**config.mk**
```make
export PLATFORM = sky130hd
export DESIGN_NAME = kanji_font_port_address_unit_flat
export DESIGN_NICKNAME = d
export VERILOG_FILES = /design/src/rtl/core/kfpa_pkg.sv /design/src/rtl/core/kfpa_if.sv /design/src/rtl/core/kfpa_map.sv /design/src/rtl/core/kanji_font_port_address_unit.sv /design/src/flat_wrapper.sv
export SDC_FILE = /design/constraint.sdc
export NUM_CORES = 1
export LEC_CHECK = 0
export BUFFER_PORTS_ARGS = -buffer_cell sky130_fd_sc_hd__buf_2
export CORE_MARGIN = 1.5
export CORE_UTILIZATION = 44
export CTS_CLUSTER_SIZE = 30
export DETAILED_ROUTE_END_ITERATION = 10
export HOLD_SLACK_MARGIN = 0.1
export SYNTH_ARGS = -nofsm -noshare
export SYNTH_HDL_FRONTEND = slang
export SYNTH_HIERARCHICAL = 1
export SYNTH_SLANG_ARGS = --single-unit
```
**constraint.sdc**
```tcl
create_clock -name clock -period 6.9 [get_ports clock]
set_input_delay 0.69 -clock clock [delete_from_list [all_inputs] [get_ports clock]]
set_output_delay 0.69 -clock clock [all_outputs]
set_load 0.02 [all_outputs]
```
**src/rtl/core/kfpa_pkg.sv**
```systemverilog
package kfpa_pkg;

   localparam int ADDR_W = 19;
   // one bit of headroom for the row offset before the final wrap
   localparam int SUM_W  = ADDR_W + 1;

   typedef enum logic [2:0] {
      OP_CODE_LO  = 3'd0,
      OP_CODE_HI  = 3'd1,
      OP_ROW      = 3'd2,
      OP_READ     = 3'd3,
      OP_WRITE    = 3'd4
   } op_type;

   localparam logic [1:0] TGT_ROM    = 2'd0;
   localparam logic [1:0] TGT_BACKUP = 2'd1;
   localparam logic [1:0] TGT_BLANK  = 2'd2;

   localparam logic [SUM_W-1:0] ANK8_BASE   = SUM_W'(32'h41000);
   localparam logic [SUM_W-1:0] ANK16_BASE  = SUM_W'(32'h40000);
   localparam logic [SUM_W-1:0] NONKANJI_B  = SUM_W'(32'h40000);
   localparam logic [SUM_W-1:0] LEVEL1_HI   = SUM_W'(32'h04000);
   localparam logic [SUM_W-1:0] LEVEL2_BASE = SUM_W'(32'h20000);
   localparam logic [SUM_W-1:0] LEVEL2_HI   = SUM_W'(32'h24000);

   localparam logic [7:0] JIS1_OFFSET = 8'h20;
   localparam logic [6:0] BLANK_JIS2A = 7'h7e;
   localparam logic [6:0] BLANK_JIS2B = 7'h7f;

   typedef struct packed {
      logic [1:0]        target;
      logic [ADDR_W-1:0] byte_address;
      logic              writable;
   } map_result_type;

endpackage

```
**src/rtl/core/kfpa_if.sv**
```systemverilog
interface kfpa_req_if;
   import kfpa_pkg::*;

   logic       valid;
   logic       ready;
   logic [2:0] operation;
   logic [7:0] data;

   modport source (output valid, output operation, output data, input ready);
   modport sink (input valid, input operation, input data, output ready);
endinterface

interface kfpa_rsp_if;
   import kfpa_pkg::*;

   logic              valid;
   logic              ready;
   logic [1:0]        target;
   logic [ADDR_W-1:0] byte_address;
   logic              is_write;
   logic [7:0]        write_data;

   modport source (output valid, output target, output byte_address, output is_write,
                   output write_data, input ready);
   modport sink (input valid, input target, input byte_address, input is_write,
                 input write_data, output ready);
endinterface

```
**src/rtl/core/kfpa_map.sv**
```systemverilog
module kfpa_map (
   input  logic [14:0]              char_code,
   input  logic [7:0]               row_select,
   input  logic                     ank_eight_dot,
   input  logic                     for_write,
   output kfpa_pkg::map_result_type result
);
   import kfpa_pkg::*;

   logic             half;
   logic [7:0]       jis1;
   logic [6:0]       jis2;
   logic             ank;
   logic [3:0]       row;
   logic [SUM_W-1:0] half_w;
   logic [SUM_W-1:0] mid;
   logic [SUM_W-1:0] hi;
   logic [SUM_W-1:0] lo;
   logic [SUM_W-1:0] sel3;
   logic [SUM_W-1:0] sel4;
   logic [SUM_W-1:0] base;
   logic [SUM_W-1:0] row_ofs;
   logic [SUM_W-1:0] total;

   always_comb begin
      // row bit 5 clear selects the right half
      half   = ~row_select[5];
      jis1   = {1'b0, char_code[6:0]} + JIS1_OFFSET;
      jis2   = char_code[14:8];
      ank    = (jis2 == 7'd0) && !half;
      half_w = {{(SUM_W-1){1'b0}}, half};
      mid    = {{(SUM_W-15){1'b0}}, jis2[6:5], 13'd0};
      hi     = {{(SUM_W-17){1'b0}}, jis2[6:5], 15'd0};
      lo     = {{(SUM_W-10){1'b0}}, jis2[4:0], 5'd0};
      sel3   = {{(SUM_W-13){1'b0}}, jis1[2:0], 10'd0};
      sel4   = {{(SUM_W-14){1'b0}}, jis1[3:0], 10'd0};

      result.target   = TGT_ROM;
      result.writable = 1'b0;

      if (ank) begin
         if (ank_eight_dot)
            base = ANK8_BASE + {{(SUM_W-11){1'b0}}, char_code[7:0], 3'd0};
         else
            base = ANK16_BASE + {{(SUM_W-12){1'b0}}, char_code[7:0], 4'd0};
      end else if (jis1 < 8'h28) begin
         base = half_w + mid + sel3 + lo;
      end else if (jis1 < 8'h30) begin
         base = half_w + NONKANJI_B + mid + sel3 + lo;
      end else if (jis1 < 8'h40) begin
         base = half_w + hi + sel4 + lo;
      end else if (jis1 < 8'h50) begin
         base = half_w + LEVEL1_HI + hi + sel4 + lo;
      end else if (jis1 < 8'h60) begin
         base = half_w + LEVEL2_BASE + hi + sel4 + lo;
      end else if (jis1 < 8'h70) begin
         base = half_w + LEVEL2_HI + hi + sel4 + lo;
      end else if (jis1 < 8'h76) begin
         base = half_w + LEVEL2_BASE + mid + sel3 + lo;
      end else if (jis1 < 8'h78) begin
         if (jis1 == 8'h77 && (jis2 == BLANK_JIS2A || jis2 == BLANK_JIS2B)) begin
            result.target = TGT_BLANK;
            base          = half_w;
         end else begin
            result.target   = TGT_BACKUP;
            result.writable = 1'b1;
            base = half_w + {{(SUM_W-13){1'b0}}, jis2[6:5], 11'd0}
                 + {{(SUM_W-11){1'b0}}, jis1[0], 10'd0} + lo;
         end
      end else begin
         // unassigned area: row offset alone
         base = '0;
      end

      if (!for_write && ank && ank_eight_dot)
         row = {1'b0, row_select[2:0]};
      else
         row = row_select[3:0];

      // two bytes per row except when the high byte is zero
      if (jis2 == 7'd0)
         row_ofs = {{(SUM_W-4){1'b0}}, row};
      else
         row_ofs = {{(SUM_W-5){1'b0}}, row, 1'b0};

      total               = base + row_ofs;
      result.byte_address = total[ADDR_W-1:0];
   end

endmodule

```
**src/rtl/core/kanji_font_port_address_unit.sv**
```systemverilog
// From input accept to result valid, an item passes the input register, then the result register.
// Throughput: one item per cycle while the result is not stalled; a stalled result does not block
// acceptance of the next item while the input register is free.
// Code, row and 8-dot mode registers act on the item as it leaves the input register.
// Reset (synchronous, active high) clears both valid flags, the code, the row and the mode.
module kanji_font_port_address_unit (
   input  logic            clock,
   input  logic            reset,
   input  logic            csr_write_enable,
   input  logic            csr_write_data,
   kfpa_req_if.sink        req_if,
   kfpa_rsp_if.source      rsp_if
);
   import kfpa_pkg::*;

   logic                  s0_valid_ff, s0_valid_in;
   op_type                s0_op_ff, s0_op_in;
   logic [7:0]            s0_data_ff, s0_data_in;
   logic [14:0]           char_code_ff, char_code_in;
   logic [7:0]            row_ff, row_in;
   logic                  ank8_ff, ank8_in;
   logic                  rsp_valid_ff, rsp_valid_in;
   logic [1:0]            rsp_target_ff, rsp_target_in;
   logic [ADDR_W-1:0]     rsp_addr_ff, rsp_addr_in;
   logic                  rsp_write_ff, rsp_write_in;
   logic [7:0]            rsp_wdata_ff, rsp_wdata_in;
   logic                  out_enable;
   logic                  advance;
   logic                  produce;
   map_result_type        map_res;

   kfpa_map u_map (
      .char_code     (char_code_ff),
      .row_select    (row_ff),
      .ank_eight_dot (ank8_ff),
      .for_write     (s0_op_ff == OP_WRITE),
      .result        (map_res)
   );

   assign out_enable   = !rsp_valid_ff || rsp_if.ready;
   assign advance      = s0_valid_ff && out_enable;
   assign req_if.ready = !s0_valid_ff || out_enable;

   assign rsp_if.valid        = rsp_valid_ff;
   assign rsp_if.target       = rsp_target_ff;
   assign rsp_if.byte_address = rsp_addr_ff;
   assign rsp_if.is_write     = rsp_write_ff;
   assign rsp_if.write_data   = rsp_wdata_ff;

   always_comb begin
      s0_valid_in   = s0_valid_ff;
      s0_op_in      = s0_op_ff;
      s0_data_in    = s0_data_ff;
      char_code_in  = char_code_ff;
      row_in        = row_ff;
      ank8_in       = csr_write_enable ? csr_write_data : ank8_ff;
      produce       = 1'b0;
      rsp_write_in  = 1'b0;
      rsp_wdata_in  = 8'd0;

      if (req_if.ready) begin
         s0_valid_in = req_if.valid;
         if (req_if.valid) begin
            s0_op_in   = op_type'(req_if.operation);
            s0_data_in = req_if.data;
         end
      end

      if (advance) begin
         case (s0_op_ff)
            OP_CODE_LO: char_code_in = {char_code_ff[14:8], s0_data_ff};
            OP_CODE_HI: char_code_in = {s0_data_ff[6:0], char_code_ff[7:0]};
            OP_ROW:     row_in       = s0_data_ff;
            OP_READ:    produce      = 1'b1;
            OP_WRITE: begin
               // drop writes outside user glyphs
               produce      = map_res.writable;
               rsp_write_in = 1'b1;
               rsp_wdata_in = s0_data_ff;
            end
            default: produce = 1'b0;
         endcase
      end

      rsp_target_in = map_res.target;
      rsp_addr_in   = map_res.byte_address;
      rsp_valid_in  = out_enable ? produce : rsp_valid_ff;
   end

   always_ff @(posedge clock) begin
      if (reset) begin
         s0_valid_ff  <= 1'b0;
         char_code_ff <= '0;
         row_ff       <= '0;
         ank8_ff      <= 1'b0;
         rsp_valid_ff <= 1'b0;
      end else begin
         s0_valid_ff  <= s0_valid_in;
         char_code_ff <= char_code_in;
         row_ff       <= row_in;
         ank8_ff      <= ank8_in;
         rsp_valid_ff <= rsp_valid_in;
      end
   end

   always_ff @(posedge clock) begin
      s0_op_ff   <= s0_op_in;
      s0_data_ff <= s0_data_in;
      if (produce) begin
         rsp_target_ff <= rsp_target_in;
         rsp_addr_ff   <= rsp_addr_in;
         rsp_write_ff  <= rsp_write_in;
         rsp_wdata_ff  <= rsp_wdata_in;
      end
   end

endmodule

```
**src/flat_wrapper.sv**
```systemverilog
// flat-port wrapper written by rule: the top's interface ports become plain ports
module kanji_font_port_address_unit_flat import kfpa_pkg::*;
  (clock, reset, csr_write_enable, csr_write_data, req_if_valid, req_if_operation, req_if_data, req_if_ready, rsp_if_valid, rsp_if_target, rsp_if_byte_address, rsp_if_is_write, rsp_if_write_data, rsp_if_ready);
  kfpa_req_if req_if_i ();
  kfpa_rsp_if rsp_if_i ();
  input  logic clock;
  input  logic reset;
  input  logic csr_write_enable;
  input  logic csr_write_data;
  input wire logic [$bits(req_if_i.valid)-1:0] req_if_valid;
  input wire logic [$bits(req_if_i.operation)-1:0] req_if_operation;
  input wire logic [$bits(req_if_i.data)-1:0] req_if_data;
  output wire logic [$bits(req_if_i.ready)-1:0] req_if_ready;
  output wire logic [$bits(rsp_if_i.valid)-1:0] rsp_if_valid;
  output wire logic [$bits(rsp_if_i.target)-1:0] rsp_if_target;
  output wire logic [$bits(rsp_if_i.byte_address)-1:0] rsp_if_byte_address;
  output wire logic [$bits(rsp_if_i.is_write)-1:0] rsp_if_is_write;
  output wire logic [$bits(rsp_if_i.write_data)-1:0] rsp_if_write_data;
  input wire logic [$bits(rsp_if_i.ready)-1:0] rsp_if_ready;
  assign req_if_i.valid = req_if_valid;
  assign req_if_i.operation = req_if_operation;
  assign req_if_i.data = req_if_data;
  assign req_if_ready = req_if_i.ready;
  assign rsp_if_valid = rsp_if_i.valid;
  assign rsp_if_target = rsp_if_i.target;
  assign rsp_if_byte_address = rsp_if_i.byte_address;
  assign rsp_if_is_write = rsp_if_i.is_write;
  assign rsp_if_write_data = rsp_if_i.write_data;
  assign rsp_if_i.ready = rsp_if_ready;
  kanji_font_port_address_unit u_core (.clock(clock), .reset(reset), .csr_write_enable(csr_write_enable), .csr_write_data(csr_write_data), .req_if(req_if_i), .rsp_if(rsp_if_i));
endmodule
```
==> results by stage, run 1 <==
STA:
- The sum of negative setup slack is 0 ns.
- The routed design could run at a clock period as short as 3.77 ns.
- The final count of hold timing violations is 0.
- The transition time of the tightest slew-check pin is about 0.83 ns.
- The largest clock skew in the final design is slightly above 0.01 ns.
- The final-report setup violation count is 0.
- Setup repair after global routing left no endpoint under its margin.
- The relative max-transition margin is between 40% and 50%.
- The highest attainable clock frequency is about 270 MHz.
- The number of max-slew violations in the final report is 0.
- The share of the clock period used by the worst path is between 50% and 60%.

Pwr:
- In this run the power density over the cells is ~210 nW/um^2.
- The total power of the final layout is 0.855 mW.
- The peak supply drop is roughly 140 uV.
- Summed over all cells, the static leakage comes to roughly 1.6 nW.

Route:
- The DRC violation total after the first TritonRoute iteration is 220.
- For this run, design rule violations remaining after detail routing come to 0.
- The total detailed-routing wirelength is just over 8000 um.
- After detailed routing, the average wire length per cell comes to 16.6 um.
- The via density per instance is around 5.5.
- For this block, the via count after detailed routing is ~2700.
- The first TritonRoute pass finished after 5 iterations.
- The count of nets left with antenna violations once routing finished came out at 0.

Finish:
- The number of antenna repair diodes is 0.
- Of the cells placed in the final design, the portion with a size suffix greater than 1 is a little under a quarter.
- The synthesis-to-layout area growth is 14.9%.
- The net count of the finished layout is 403.

Placed design:
- The final estimated routing congestion in global placement is approximately 0.84.
- The half-perimeter wire length of the detailed placement result is about 6000 um.
- The count of buffers from port buffering is between 40 and 50.

Worst setup path:
- The type of element launching the critical path is a flop.
- Broken down by cell family, the worst path's largest delay share belongs to simple AND/OR/NAND/NOR gates.
- The largest stage delay on the critical path is about 0.5 ns.
- The highest net fanout along the worst path is 11.
- The critical setup path kind is flop to flop.
- The library cell appearing most often on the critical path is sky130_fd_sc_hd__ha_1.
- Data arrives at the worst endpoint at ~3.9 ns.
- STA puts the critical path data required time at about 7.0 ns.
- Traced cell by cell, the critical path runs through inv_1, ha_1, and3b_1, a21o_1, a31oi_1, ha_1, ha_1, nand3_1, o21a_1, nor4_1, or4b_1, mux2i_1.
- The buffers plus inverters on the worst setup path is 1.
- The critical path's slowest cell is sky130_fd_sc_hd__dfxtp_1.
- In this run the critical register-to-register path is launched from u_core/char_code_ff[5].
- In this run the worst setup path begins at u_core/char_code_ff[5].
- STA classifies the critical path endpoint as a flop.

GRT:
- The number of antenna violations at the first check in global routing is 0.
- The overall fraction of global-route tracks in use is between 15 and 20%.
- The first-pass GRT wire length is between 10000 and 15000 um.
- The via count of the first global-routing pass is around 2700.
- The total grt overflow is 0.
- The maximum number of pins on one net before global-route repair is 32.

Yosys:
- The post-synth net total is 358.
- The count of yosys warnings during synthesis is 6.
- The mean post-synth cell area is around 11 sq um.
- The gate count of the mapped netlist is 333.
- The area of the mapped netlist is approximately 3600 sq um.

Die:
- The die area is 8760 sq um.
- Measured along the x axis, the die boundary spans approximately 94 um.
- The total core area is 7850 sq um.
- Once the floorplan was initialized, standard cells occupied between 40% and 50% of the core.
- After floorplanning, the core was divided into 32 placement rows.
- The y dimension of the die is 93.6 um.
- The number of top-level pins is 49.

Run:
- Max-cap violations in this run came to 0.

Clock tree:
- The clock-pin slew reported for the worst setup and hold paths after clock tree synthesis is about 0.070 ns.
- TritonCTS built the clock tree.
- The number of hold buffers added after CTS was 0.
- The clock net in this run drives a total of 64 sinks.
- Clock tree synthesis inserted a total of 9 buffers.
- The number of resized instances in the post-cts repair step is 0.
- The maximum clock path buffer count is 2.
- The post-CTS setup buffer count is 0.
- The H-tree depth is 3.
- The tree is rooted in a sky130_fd_sc_hd__clkbuf_8.
- The source-to-sink clock delay at the later pin of the worst-skew pair is roughly 0.35 ns.

Status:
- The run finished with clean final reports.

Worst hold path:
- The startpoint of the most critical hold path is u_core/row_ff[3].
- The type of the most critical hold path is flop to flop.
-- placed cells by master, fill, tap and decap left out, drive strengths merged, types with 3 or more instances in the layout --
| master | instances |
|---|---|
| nand3 | 7 |
| bufinv | 3 |
| a21oi | 8 |
| clkbuf | 9 |
| o21ai | 11 |
| ha | 8 |
| and2 | 3 |
| nand2b | 41 |
| a31oi | 7 |
| nor2b | 3 |
| inv | 8 |
| edfxtp | 41 |
| nand4 | 4 |
| nor4 | 9 |
| xor2 | 4 |
| nand2 | 22 |
| nor3 | 6 |
| a21o | 3 |
| dfxtp | 23 |
| and3 | 14 |
| xnor2 | 7 |
| nand3b | 3 |
| nor2 | 18 |
| mux2i | 28 |
| buf | 49 |
-- path summary, 6_finish.rpt --
check                              endpoint  slack [ns]  cells after the start
min reg2reg                u_core/row_ff[3]        0.49                      2
max reg2reg  u_core/rsp_if.byte_address[16]        3.13                     12
min                        u_core/row_ff[3]        0.49                      2
max          u_core/rsp_if.byte_address[16]        3.13                     12
-- report_power, final --
group	leakage (nW)	switching, mW	internal [mW]
registers	0.568	0.00875	0.413
clock network	0.117	0.153	0.240
logic	0.865	0.0229	0.0176
total	1.55	0.184	0.671
-- flip-flops by register name, indices dropped and copies added (netlist names) --
register	flops
u_core/ank8_ff	1
u_core/rsp_if.target	2
u_core/rsp_if.byte_address	19
u_core/s0_data_ff	8
u_core/s0_valid_ff	1
u_core/rsp_if.write_data	8
u_core/s0_op_ff	3
u_core/char_code_ff	15
u_core/rsp_if.is_write	1
u_core/row_ff	5
u_core/rsp_if.valid	1
-- stage by stage --
step / utilization, % / area [sq um] / instances / hold WS (ns) / setup slack (ns)
2_1_floorplan: - / 3610 / 333 / 0.447 / 3.65
3_3_place_gp: 49.8 / 3910 / 469 / 0.479 / 3.32
3_5_place_dp: 49.8 / 3910 / 469 / 0.481 / 3.20
4_1_cts: 52.9 / 4150 / 485 / 0.499 / 3.19
5_1_grt: 52.9 / 4150 / 485 / 0.501 / 2.93
6_report: 52.9 / 4150 / 485 / 0.494 / 3.13
-- per-layer routing --
metal  part of all wire, %  routed length [um]  up-vias  GRT usage (%)
met4                   1.8                 148        0           8.08
met1                    46                3730     1261           25.3
li1                      -                   -     1338              -
met3                   4.3                 343       12           4.23
met5                     0                   0        -              0
met2                    48                3840       74           33.0
-- final cells by class --
class | count | area, sq um
Fill cell | 718 | 3700
Multi-Input combinational cell | 247 | 1820
Sequential cell | 64 | 1690
Timing Repair Buffer | 49 | 248
Tap cell | 102 | 128
Clock buffer | 9 | 124
Clock inverter | 7 | 119
Inverter | 7 | 26.3
-- worst reg2reg max path, stage by stage, from the launching register on --
cell                      delay [ns]
sky130_fd_sc_hd__dfxtp_1        0.50
sky130_fd_sc_hd__inv_1          0.17
sky130_fd_sc_hd__ha_1           0.43
sky130_fd_sc_hd__and3b_1        0.28
sky130_fd_sc_hd__a21o_1         0.21
sky130_fd_sc_hd__a31oi_1        0.23
sky130_fd_sc_hd__ha_1           0.21
sky130_fd_sc_hd__ha_1           0.21
sky130_fd_sc_hd__nand3_1        0.11
sky130_fd_sc_hd__o21a_1         0.23
sky130_fd_sc_hd__nor4_1         0.29
sky130_fd_sc_hd__or4b_1         0.49
sky130_fd_sc_hd__mux2i_1        0.15
No activity file was read; power rests on OpenSTA's default activity.
==> run 2, diff against run 1 <==
--- a/config.mk
+++ b/config.mk
@@ -11,6 +11,7 @@
 export CTS_CLUSTER_SIZE = 30
 export DETAILED_ROUTE_END_ITERATION = 10
 export HOLD_SLACK_MARGIN = 0.1
+export PLACE_DENSITY = 0.66
 export SYNTH_ARGS = -nofsm -noshare
 export SYNTH_HDL_FRONTEND = slang
 export SYNTH_HIERARCHICAL = 1
==> constraint.sdc (replaced) <==
create_clock -name clock -period 3.45 [get_ports clock]
set_input_delay 0.345 -clock clock [delete_from_list [all_inputs] [get_ports clock]]
set_output_delay 0.345 -clock clock [all_outputs]
set_load 0.02 [all_outputs]
==> run 2 against run 1 <==
  * Worst hold slack lost 0.33 ns
  * Sequential power grew 100%
  * Global-route usage shrank 0.49 points
  * Critical endpoint unchanged
  * Die area is the same
  * First-iteration DRC count grew 47%
  * Routed wire length grew 1.1%
  * Critical path type unchanged
  * Via count grew 5.6%
  * Largest power group is now clock
  * Final area grew 2.8%
  * Critical path depth is the same
  * Power grew 110%
  * Largest cell class unchanged
  * Clock power grew 120%
==> results by stage, run 2 (synthesis gave the netlist of run 1 again) <==
Clock tree:
- The H-tree depth is 3 (unchanged).
- The CTS buffer count is 9 (unchanged).
- The source-to-sink clock delay at the later pin of the worst-skew pair came to 0.35 ns (about the same).
- The clock tree from TritonCTS is built.
- The number of clock sinks seen by CTS is 64 (unchanged).
- The post-CTS setup buffer count is 0 (unchanged).
- The maximum clock path buffer count is 2 (unchanged).
- The cell sitting at the root of the clock tree is a sky130_fd_sc_hd__clkbuf_8.
- The clock-pin slew reported for the worst setup and hold paths after clock tree synthesis is 0.08 ns (about the same).

Route:
- The final routed DRC violation total is 0 (unchanged).
- The count of TritonRoute iterations in the first routing pass came to 5 (unchanged).
- The via density per instance is 5.73 (+3.5%).
- The routed via count came to 2836 (+5.6%).
- The detailed-route wire length per cell is 16.5 um (-0.98%).
- The number of routed nets with antenna violations is 0 (unchanged).
- The total detailed-routing wirelength is 8150 um (+1.1%).
- The DRC violation total after the first TritonRoute iteration is 323 (+47%).

Finish:
- The number of flip-flops under the largest register name came to 19 (unchanged).
- The number of antenna repair diodes is 0 (unchanged).
- The top cell types in the final layout, fill and taps aside, are sky130_fd_sc_hd__buf_2 (48), sky130_fd_sc_hd__edfxtp_1 (41), sky130_fd_sc_hd__nand2b_1 (40).
- The net count of the finished layout was 413 (+2.5%).
- The library cell used most frequently in the layout, excluding fill and tap cells, is sky130_fd_sc_hd__buf_2.
- The fraction of the core area covered by cells at the end of the flow was 54.4% (+1.5 points).
- The proportion of layout cells with a drive suffix above 1 is 26.2% (+3.0 points).
- The post-route non-filler standard cell count is 495 (+2.1%).
- Relative to the synthesized area, the layout overhead comes to 18.2%.

STA:
- The final worst setup slack was 0.153 ns (-2.98 ns).
- The highest attainable clock frequency is 303 MHz (+14%).
- The number of max-slew violations in the final report is 0 (unchanged).
- The time the final worst path needs with I/O delays and setup is 3.30 ns (-0.471 ns).
- The share of the clock period used by the worst path is 95.6% (+41 points).
- The sum of negative setup slack was 0 ns (unchanged).
- The largest clock skew in the final design is 0.0127 ns (+0.00231 ns).
- The relative max-transition margin is 50.4% (+6.2 points).
- The final count of hold timing violations is 0 (unchanged).
- The transition time of the tightest slew-check pin is 0.739 ns (-0.0948 ns).
- Setup repair after global routing left no endpoint under its margin.
- The final-report setup violation count was 0 (unchanged).

Worst setup path:
- The required time of the critical path was 3.54 ns (-3.45 ns).
- Counting stages on the worst path, the most repeated cell is sky130_fd_sc_hd__ha_1.
- The total number of cells along the worst setup path is 12 (unchanged).
- STA classifies the critical path startpoint as a flop.
- The critical path goes through inv_1, ha_1, and3b_1, a21o_1, a31oi_2, ha_1, ha_1, nand3_1, o21a_1, nor4_2, or4b_1, mux2i_1.
- The startpoint identified for the worst register-to-register timing path is u_core/char_code_ff[6].
- For this design, the slowest cell found on the critical path is sky130_fd_sc_hd__or4b_1.
- On the critical path the largest part of the delay comes from simple AND/OR/NAND/NOR gates.
- The largest stage delay on the critical path was 0.48 ns (-0.02 ns).
- The highest net fanout along the worst path is 6 (-5).
- The capture point of the worst reg-to-reg path is u_core/rsp_if.byte_address[16].
- The buffers plus inverters on the worst setup path is 1 (unchanged).
- The reg-to-reg setup timing slack was 0.15 ns (-2.98 ns).
- The most critical setup path has its startpoint at u_core/char_code_ff[6].
- The number of cells on the worst reg-to-reg path is 12 (unchanged).
- The nature of the critical path endpoint is a flop.
- The arrival time at the worst endpoint is 3.38 ns (-0.48 ns).
- The most critical setup path has its endpoint at u_core/rsp_if.byte_address[16].
- The critical setup path kind is flop to flop.

Die:
- The die boundary width is 93.6 um (unchanged).
- The number of top-level pins is 49 (unchanged).
- The y dimension of the die is 93.6 um (unchanged).
- The initial core utilization is 46.0% (unchanged).
- The placement row count is 32 (unchanged).
- The total core area was 7850 sq um (unchanged).
- The die area is 8760 sq um (unchanged).

GRT:
- The via count of the first global-routing pass is 2575 (-3.8%).
- The total grt overflow is 0 (unchanged).
- The first-pass GRT wire length is 12900 um (-2.9%).
- The overall fraction of global-route tracks in use is 19.5% (-0.49 points).
- The maximum number of pins on one net before global-route repair is 32 (unchanged).
- The number of antenna violations at the first check in global routing is 0 (unchanged).

Status:
- The run finished with clean final reports.

Placed design:
- The final estimated routing congestion in global placement is 0.961 (+15%).
- The placement-stage worst setup slack was 0.0671 ns (-3.13 ns).
- The instance count after placement with tap cells included came to 479 (+2.1%).
- The half-perimeter wire length of the detailed placement result is 5880 um (-1.4%).
- The count of buffers from port buffering was 48 (unchanged).

Pwr:
- The leakage dissipation was 1.62 nW (+4.2%).
- The peak supply drop is 220 uV (+54%).
- The total power of the final layout is 1.79 mW (+110%).
- The power density over the cells is 420 nW/um^2 (+100%).

Run:
- The max-cap violation count is 0 (unchanged).

Worst hold path:
- The path class of the tightest hold or removal check is input pin to flop.
==> run 2: cell types whose count changed in the layout (fill, tap and decap cells not counted) <==
| cell | delta |
|---|---|
| sky130_fd_sc_hd__a31oi_1 | -1 |
| sky130_fd_sc_hd__a31oi_2 | +1 |
| sky130_fd_sc_hd__buf_4 | +10 |
| sky130_fd_sc_hd__bufinv_16 | +1 |
| sky130_fd_sc_hd__clkinv_4 | -1 |
| sky130_fd_sc_hd__clkinvlp_4 | -1 |
| sky130_fd_sc_hd__dfxtp_1 | -1 |
| sky130_fd_sc_hd__dfxtp_2 | +1 |
| sky130_fd_sc_hd__inv_6 | +1 |
| sky130_fd_sc_hd__nor4_1 | -2 |
| sky130_fd_sc_hd__nor4_2 | +2 |
==> run 2: what timing repair did <==
item / CTS / global route
resized for setup: 0 / 4
endpoints found under the setup margin: 0 / 5
hold buffers: 0 / 0
==> run 2: worst min path at each step <==
stage                                start                    to  cells past startpoint
after global routing        req_if_data[6]  u_core/s0_data_ff[6]                      1
after global placement    u_core/row_ff[3]      u_core/row_ff[3]                      2
final                       req_if_data[6]  u_core/s0_data_ff[6]                      1
after CTS                   req_if_data[0]  u_core/s0_data_ff[0]                      1
after detailed placement  u_core/row_ff[2]      u_core/row_ff[2]                      2
after floorplan             req_if_data[0]  u_core/s0_data_ff[0]                      0
==> run 2: power by group <==
group          switching, mW  leakage [nW]  internal [mW]  total [mW]
registers             0.0171         0.569          0.826       0.843
clock network          0.308         0.132          0.556       0.864
logic                 0.0478         0.915         0.0379      0.0858
total                  0.373          1.62           1.42        1.79
==> run 2: metrics by stage <==
| step | hold slack, ns | cell area, sq um |
|---|---|---|
| 6_report | 0.167 | 4270 |
| 5_1_grt | 0.146 | 4270 |
| 3_5_place_dp | 0.490 | 3980 |
| 3_3_place_gp | 0.481 | 3980 |
| 2_1_floorplan | 0.444 | 3610 |
| 4_1_cts | 0.152 | 4250 |
==> run 2: area by class of cell <==
cell class / instances / area [sq um]
flip-flops and latches: 64 / 1690
fillers: 702 / 3580
repair buffers: 59 / 323
multi-input cells: 247 / 1830
clock inverters: 7 / 141
inverters: 7 / 26.3
well taps: 102 / 128
clock buffers: 9 / 124
==> run 2: metal layers <==
metal / track usage (%) / vias to the layer above / share of wire [%]
li1: - / 1351 / -
met4: 5.85 / 0 / 1.4
met3: 5.20 / 13 / 5.7
met2: 31.0 / 124 / 48
met1: 25.9 / 1348 / 45
met5: 0 / - / 0
==> run 3, diff against run 2 <==
--- a/config.mk
+++ b/config.mk
@@ -11,8 +11,7 @@
 export CTS_CLUSTER_SIZE = 30
 export DETAILED_ROUTE_END_ITERATION = 10
 export HOLD_SLACK_MARGIN = 0.1
-export PLACE_DENSITY = 0.66
+export PLACE_DENSITY = 0.67
 export SYNTH_ARGS = -nofsm -noshare
 export SYNTH_HDL_FRONTEND = slang
-export SYNTH_HIERARCHICAL = 1
 export SYNTH_SLANG_ARGS = --single-unit
==> constraint.sdc (replaced) <==
create_clock -name clock -period 3 [get_ports clock]
set_input_delay 0.3 -clock clock [delete_from_list [all_inputs] [get_ports clock]]
set_output_delay 0.3 -clock clock [all_outputs]
set_load 0.02 [all_outputs]
==> run 3 against run 2 <==
  * Clock power is 2% lower
  * Sequential share of layout area is 0.76 points higher
  * Power is 6.6% higher
  * Final area is 1.7% lower
  * Clock-buffer cell count stayed put
  * Synthesized cell count is 3.0% lower
  * First-iteration DRC count is 38% lower
  * Largest cell class is now registers
  * Highest routed layer unchanged
==> results by stage, run 3 <==
Status:
- The flow ran to the end, and the final reports show no timing, DRC or antenna violations.

Finish:
- The filler cell count in the final layout came to 632 (-10%).
- The register area was 1700 sq um (+0.22%).
- The number of antenna repair diodes is 0 (unchanged).
- The library cell used most frequently in the layout, excluding fill and tap cells, is sky130_fd_sc_hd__buf_2.
- The number of flip-flops under the largest register name is 19 (unchanged).
- The net count of the finished layout is 430 (+4.1%).
- The proportion of layout cells with a drive suffix above 1 came to 32.4% (+6.2 points).
- From synthesis to final layout, the design area changed by 27.1%.
- The total area of multi-input combinational cells was 1590 sq um (-13%).
- In the layout the commonest cells are sky130_fd_sc_hd__buf_2 (48), sky130_fd_sc_hd__edfxtp_1 (41), sky130_fd_sc_hd__buf_4 (35).
- The post-layout instance area is 4200 sq um (-1.7%).

STA:
- The largest clock skew in the final design is 0.0142 ns (+0.00155 ns).
- Setup repair after global routing could not meet its margin everywhere.
- The highest attainable clock frequency came to 347 MHz (+14%).
- The transition time of the tightest slew-check pin came to 0.716 ns (-0.0235 ns).
- The time the final worst path needs with I/O delays and setup was 2.88 ns (-0.413 ns).
- The final-report setup violation count is 0 (unchanged).
- The relative max-transition margin is 51.9% (+1.6 points).
- The final count of hold timing violations is 0 (unchanged).
- The number of max-slew violations in the final report is 0 (unchanged).
- The final worst setup slack is 0.117 ns (-0.0366 ns).
- The share of the clock period used by the worst path is 96.1% (+0.55 points).

Die:
- The number of top-level pins is 49 (unchanged).
- The total core area is 7250 sq um (-7.6%).
- The die area is 8040 sq um (-8.3%).
- The placement row count came to 31 (-3.1%).
- The y dimension of the die came to 89.6 um (-4.2%).
- The initial core utilization was 45.5% (-0.49 points).
- The die boundary width is 89.6 um (-4.2%).

Placed design:
- The final estimated routing congestion in global placement is 0.854 (-11%).
- The placement-stage worst setup slack is -0.0440 ns (-0.111 ns).
- The half-perimeter wire length of the detailed placement result is 5780 um (-1.7%).
- The placement-stage cell area is 3940 sq um (-1.0%).
- The count of buffers from port buffering is 48 (unchanged).

Yosys:
- Among all flip-flop cells after synthesis, the most frequent one is sky130_fd_sc_hd__edfxtp_1.
- The dominant cell type by area after synthesis is sky130_fd_sc_hd__edfxtp_1.
- The number of storage elements in the synthesis netlist is 64.
- The mean post-synth cell area is 10.2 sq um (-5.7%).
- The post-synth net total is 348 (-2.8%).
- The number of library cell types mapped by synthesis is between 50 and 60.
- Among all cell types in the netlist, the one instantiated most often is sky130_fd_sc_hd__edfxtp_1.
- The share of flip-flops with an asynchronous set or reset is 0%.
- Measured against the total synthesized area, the mux share comes to 3.98%.
- Counting flops with a built-in enable in the synthesized netlist gives 41.
- The gate count of the mapped netlist was 323 (-3.0%).
- By area the synthesized netlist is led by sky130_fd_sc_hd__edfxtp_1 (37%), sky130_fd_sc_hd__dfxtp_1 (14%), sky130_fd_sc_hd__a21oi_1 (4.5%).
- The compound-gate portion of the synthesized area is between 10% and 20%.
- Summing the areas of all and, or, nand and nor instances in the mapped netlist gives a little under a quarter of the synthesized area.
- After Yosys synthesis, XOR and XNOR cells account for between 3 and 4% of the synthesized area.
- The count of yosys warnings during synthesis was 0 (-6).
- The proportion of synthesized chip area in sequential cells is between 50% and 60%.
- The commonest cells after synthesis are sky130_fd_sc_hd__edfxtp_1 (41), sky130_fd_sc_hd__nand2_1 (33), sky130_fd_sc_hd__a21oi_1 (30).
- The area of the mapped netlist is 3300 sq um (-8.6%).
- After Yosys synthesis, full adders, half adders and majority gates account for 3.03% of the synthesized area.
- The largest family of logic cells by synthesized area is simple AND/OR/NAND/NOR gates.
- The share of synthesized area in the top cell type comes to between 30% and 40%.

Clock tree:
- The source-to-sink clock delay at the later pin of the worst-skew pair is 0.35 ns (about the same).
- The maximum clock path buffer count is 2 (unchanged).
- The CTS buffer count is 9 (unchanged).
- The hold buffer count at cts is 0 (unchanged).
- The post-CTS setup buffer count is 0 (unchanged).
- The root buffer selected by CTS is sky130_fd_sc_hd__clkbuf_8.
- The H-tree depth is 3 (unchanged).
- The clock tree from TritonCTS is built.
- The number of resized instances in the post-cts repair step is 1 (+1).
- The number of clock sinks seen by CTS is 64 (unchanged).
- The clock-pin slew reported for the worst setup and hold paths after clock tree synthesis is 0.08 ns (about the same).

GRT:
- The first-pass GRT wire length is 12100 um (-5.8%).
- The via count of the first global-routing pass was 2593 (+0.70%).
- The overall fraction of global-route tracks in use is 20.4% (+0.94 points).
- The number of antenna violations at the first check in global routing is 0 (unchanged).
- The maximum number of pins on one net before global-route repair is 24 (-25%).
- The total grt overflow is 0 (unchanged).

Worst setup path:
- The critical setup path kind is flop to flop.
- The arrival time at the worst endpoint is 3.10 ns (-0.28 ns).
- The required time of the critical path is 3.22 ns (-0.32 ns).
- The nature of the critical path endpoint is a flop.
- The launch point of the critical path is u_core.char_code_ff[12].
- The launch instance of the worst register-to-register path is u_core.char_code_ff[12].
- The worst setup path is launched from a flop.
- The highest net fanout along the worst path is 6 (unchanged).

Route:
- The detailed-route wire length per cell is 14.8 um (-10%).
- The total detailed-routing wirelength was 7540 um (-7.5%).
- The number of routed nets with antenna violations is 0 (unchanged).
- The via density per instance is 5.31 (-7.2%).
- The final routed DRC violation total is 0 (unchanged).
- The count of TritonRoute iterations in the first routing pass is 4 (-1).
- The routed via count is 2705 (-4.6%).
- The DRC violation total after the first TritonRoute iteration is 199 (-38%).

Pwr:
- The combinational share of power is 5.1% (+0.3 points).
- The internal power component came to 1.47 mW (+3.4%).
- The peak supply drop is 327 uV (+48%).
- The portion of total power attributed to sequential cells is 50.7% (+3.7 points).
- The clock network fraction of design power was 44.3% (-3.9 points).
- The switching part of the total power came to 23.2% (+2.4 points).
- The leakage dissipation came to 1.53 nW (-5.2%).
- The power density over the cells came to 455 nW/um^2 (+8.4%).
- The switching power summed over all nets was 0.444 mW (+19%).

Worst hold path:
- The startpoint of the most critical hold path is req_if_data[7].
- The tightest min-delay check is of the input pin to flop type.

Run:
- The max-cap violation count was 0 (unchanged).
==> run 3: cell type report <==
cell class                 instances  area share (%)
inverter                           9           0.954
tap                               99            2.95
sequential                        64            40.4
clock buffer                       9            2.95
multi-input combinational        237            37.8
timing repair buffer              84            12.5
clock inverter                     7            2.44
==> run 3: kinds of logic (layout without fill, tap and decap cells) <==
kind of cell / count (synthesis) / after routing
xor gates and xnor gates: 14 / 14
and+or+nand+nor: 138 / 138
buffers and inverters: 22 / 109
DFF: 64 / 64
AOI/OAI and AO/OA: 64 / 64
muxes: 13 / 13
adders and majority gates: 8 / 8
==> run 3: per-stage QoR <==
step / std cells / total power, mW / hold WS (ns) / TNS, ns / utilization, %
detailed placement: 493 / 1.09 / 0.478 / -0.0440 / 54.4
CTS: 509 / 1.92 / 0.113 / 0 / 57.5
floorplan: 323 / 1.04 / 0.369 / 0 / -
global placement: 493 / 1.08 / 0.461 / 0 / 54.4
finish: 509 / 1.91 / 0.121 / 0 / 57.9
global route: 509 / 1.97 / 0.109 / -0.0187 / 57.9
==> run 3: worst paths after layout <==
kind	to	slack, ns	cells past startpoint
setup reg to reg	u_core.rsp_if.byte_address[13]	0.12	9
setup / recovery	u_core.rsp_if.byte_address[13]	0.12	9
hold / removal	u_core.s0_data_ff[7]	0.12	1
hold reg to reg	u_core.row_ff[3]	0.50	2
==> run 3: worst max-delay path: stages (launching register included) <==
cell                      delay, ns
sky130_fd_sc_hd__dfxtp_1       0.36
sky130_fd_sc_hd__or4_4         0.59
sky130_fd_sc_hd__nor2_8        0.12
sky130_fd_sc_hd__and3_1        0.17
sky130_fd_sc_hd__ha_1          0.16
sky130_fd_sc_hd__a21o_1        0.15
sky130_fd_sc_hd__a31oi_2       0.05
sky130_fd_sc_hd__or4_4         0.47
sky130_fd_sc_hd__or4_4         0.55
sky130_fd_sc_hd__a21oi_2       0.12
==> run 3: metal layers <==
| layer | global-route usage [%] | vias to the layer above | part of all wire [%] |
|---|---|---|---|
| met1 | 25.5 | 1263 | 44 |
| met4 | 10.9 | 0 | 2.6 |
| met5 | 0 | - | 0 |
| li1 | - | 1351 | - |
| met2 | 33.1 | 74 | 49 |
| met3 | 4.30 | 17 | 4.0 |
==> run 3: power groups by stage <==
stage,Clock [mW],Combinational [mW],Sequential (mW)
floorplan,0,0.0504,0.991
global placement,0,0.0953,0.988
global route,0.897,0.107,0.970
finish,0.846,0.0971,0.968
detailed placement,0,0.0969,0.989
CTS,0.857,0.0973,0.968
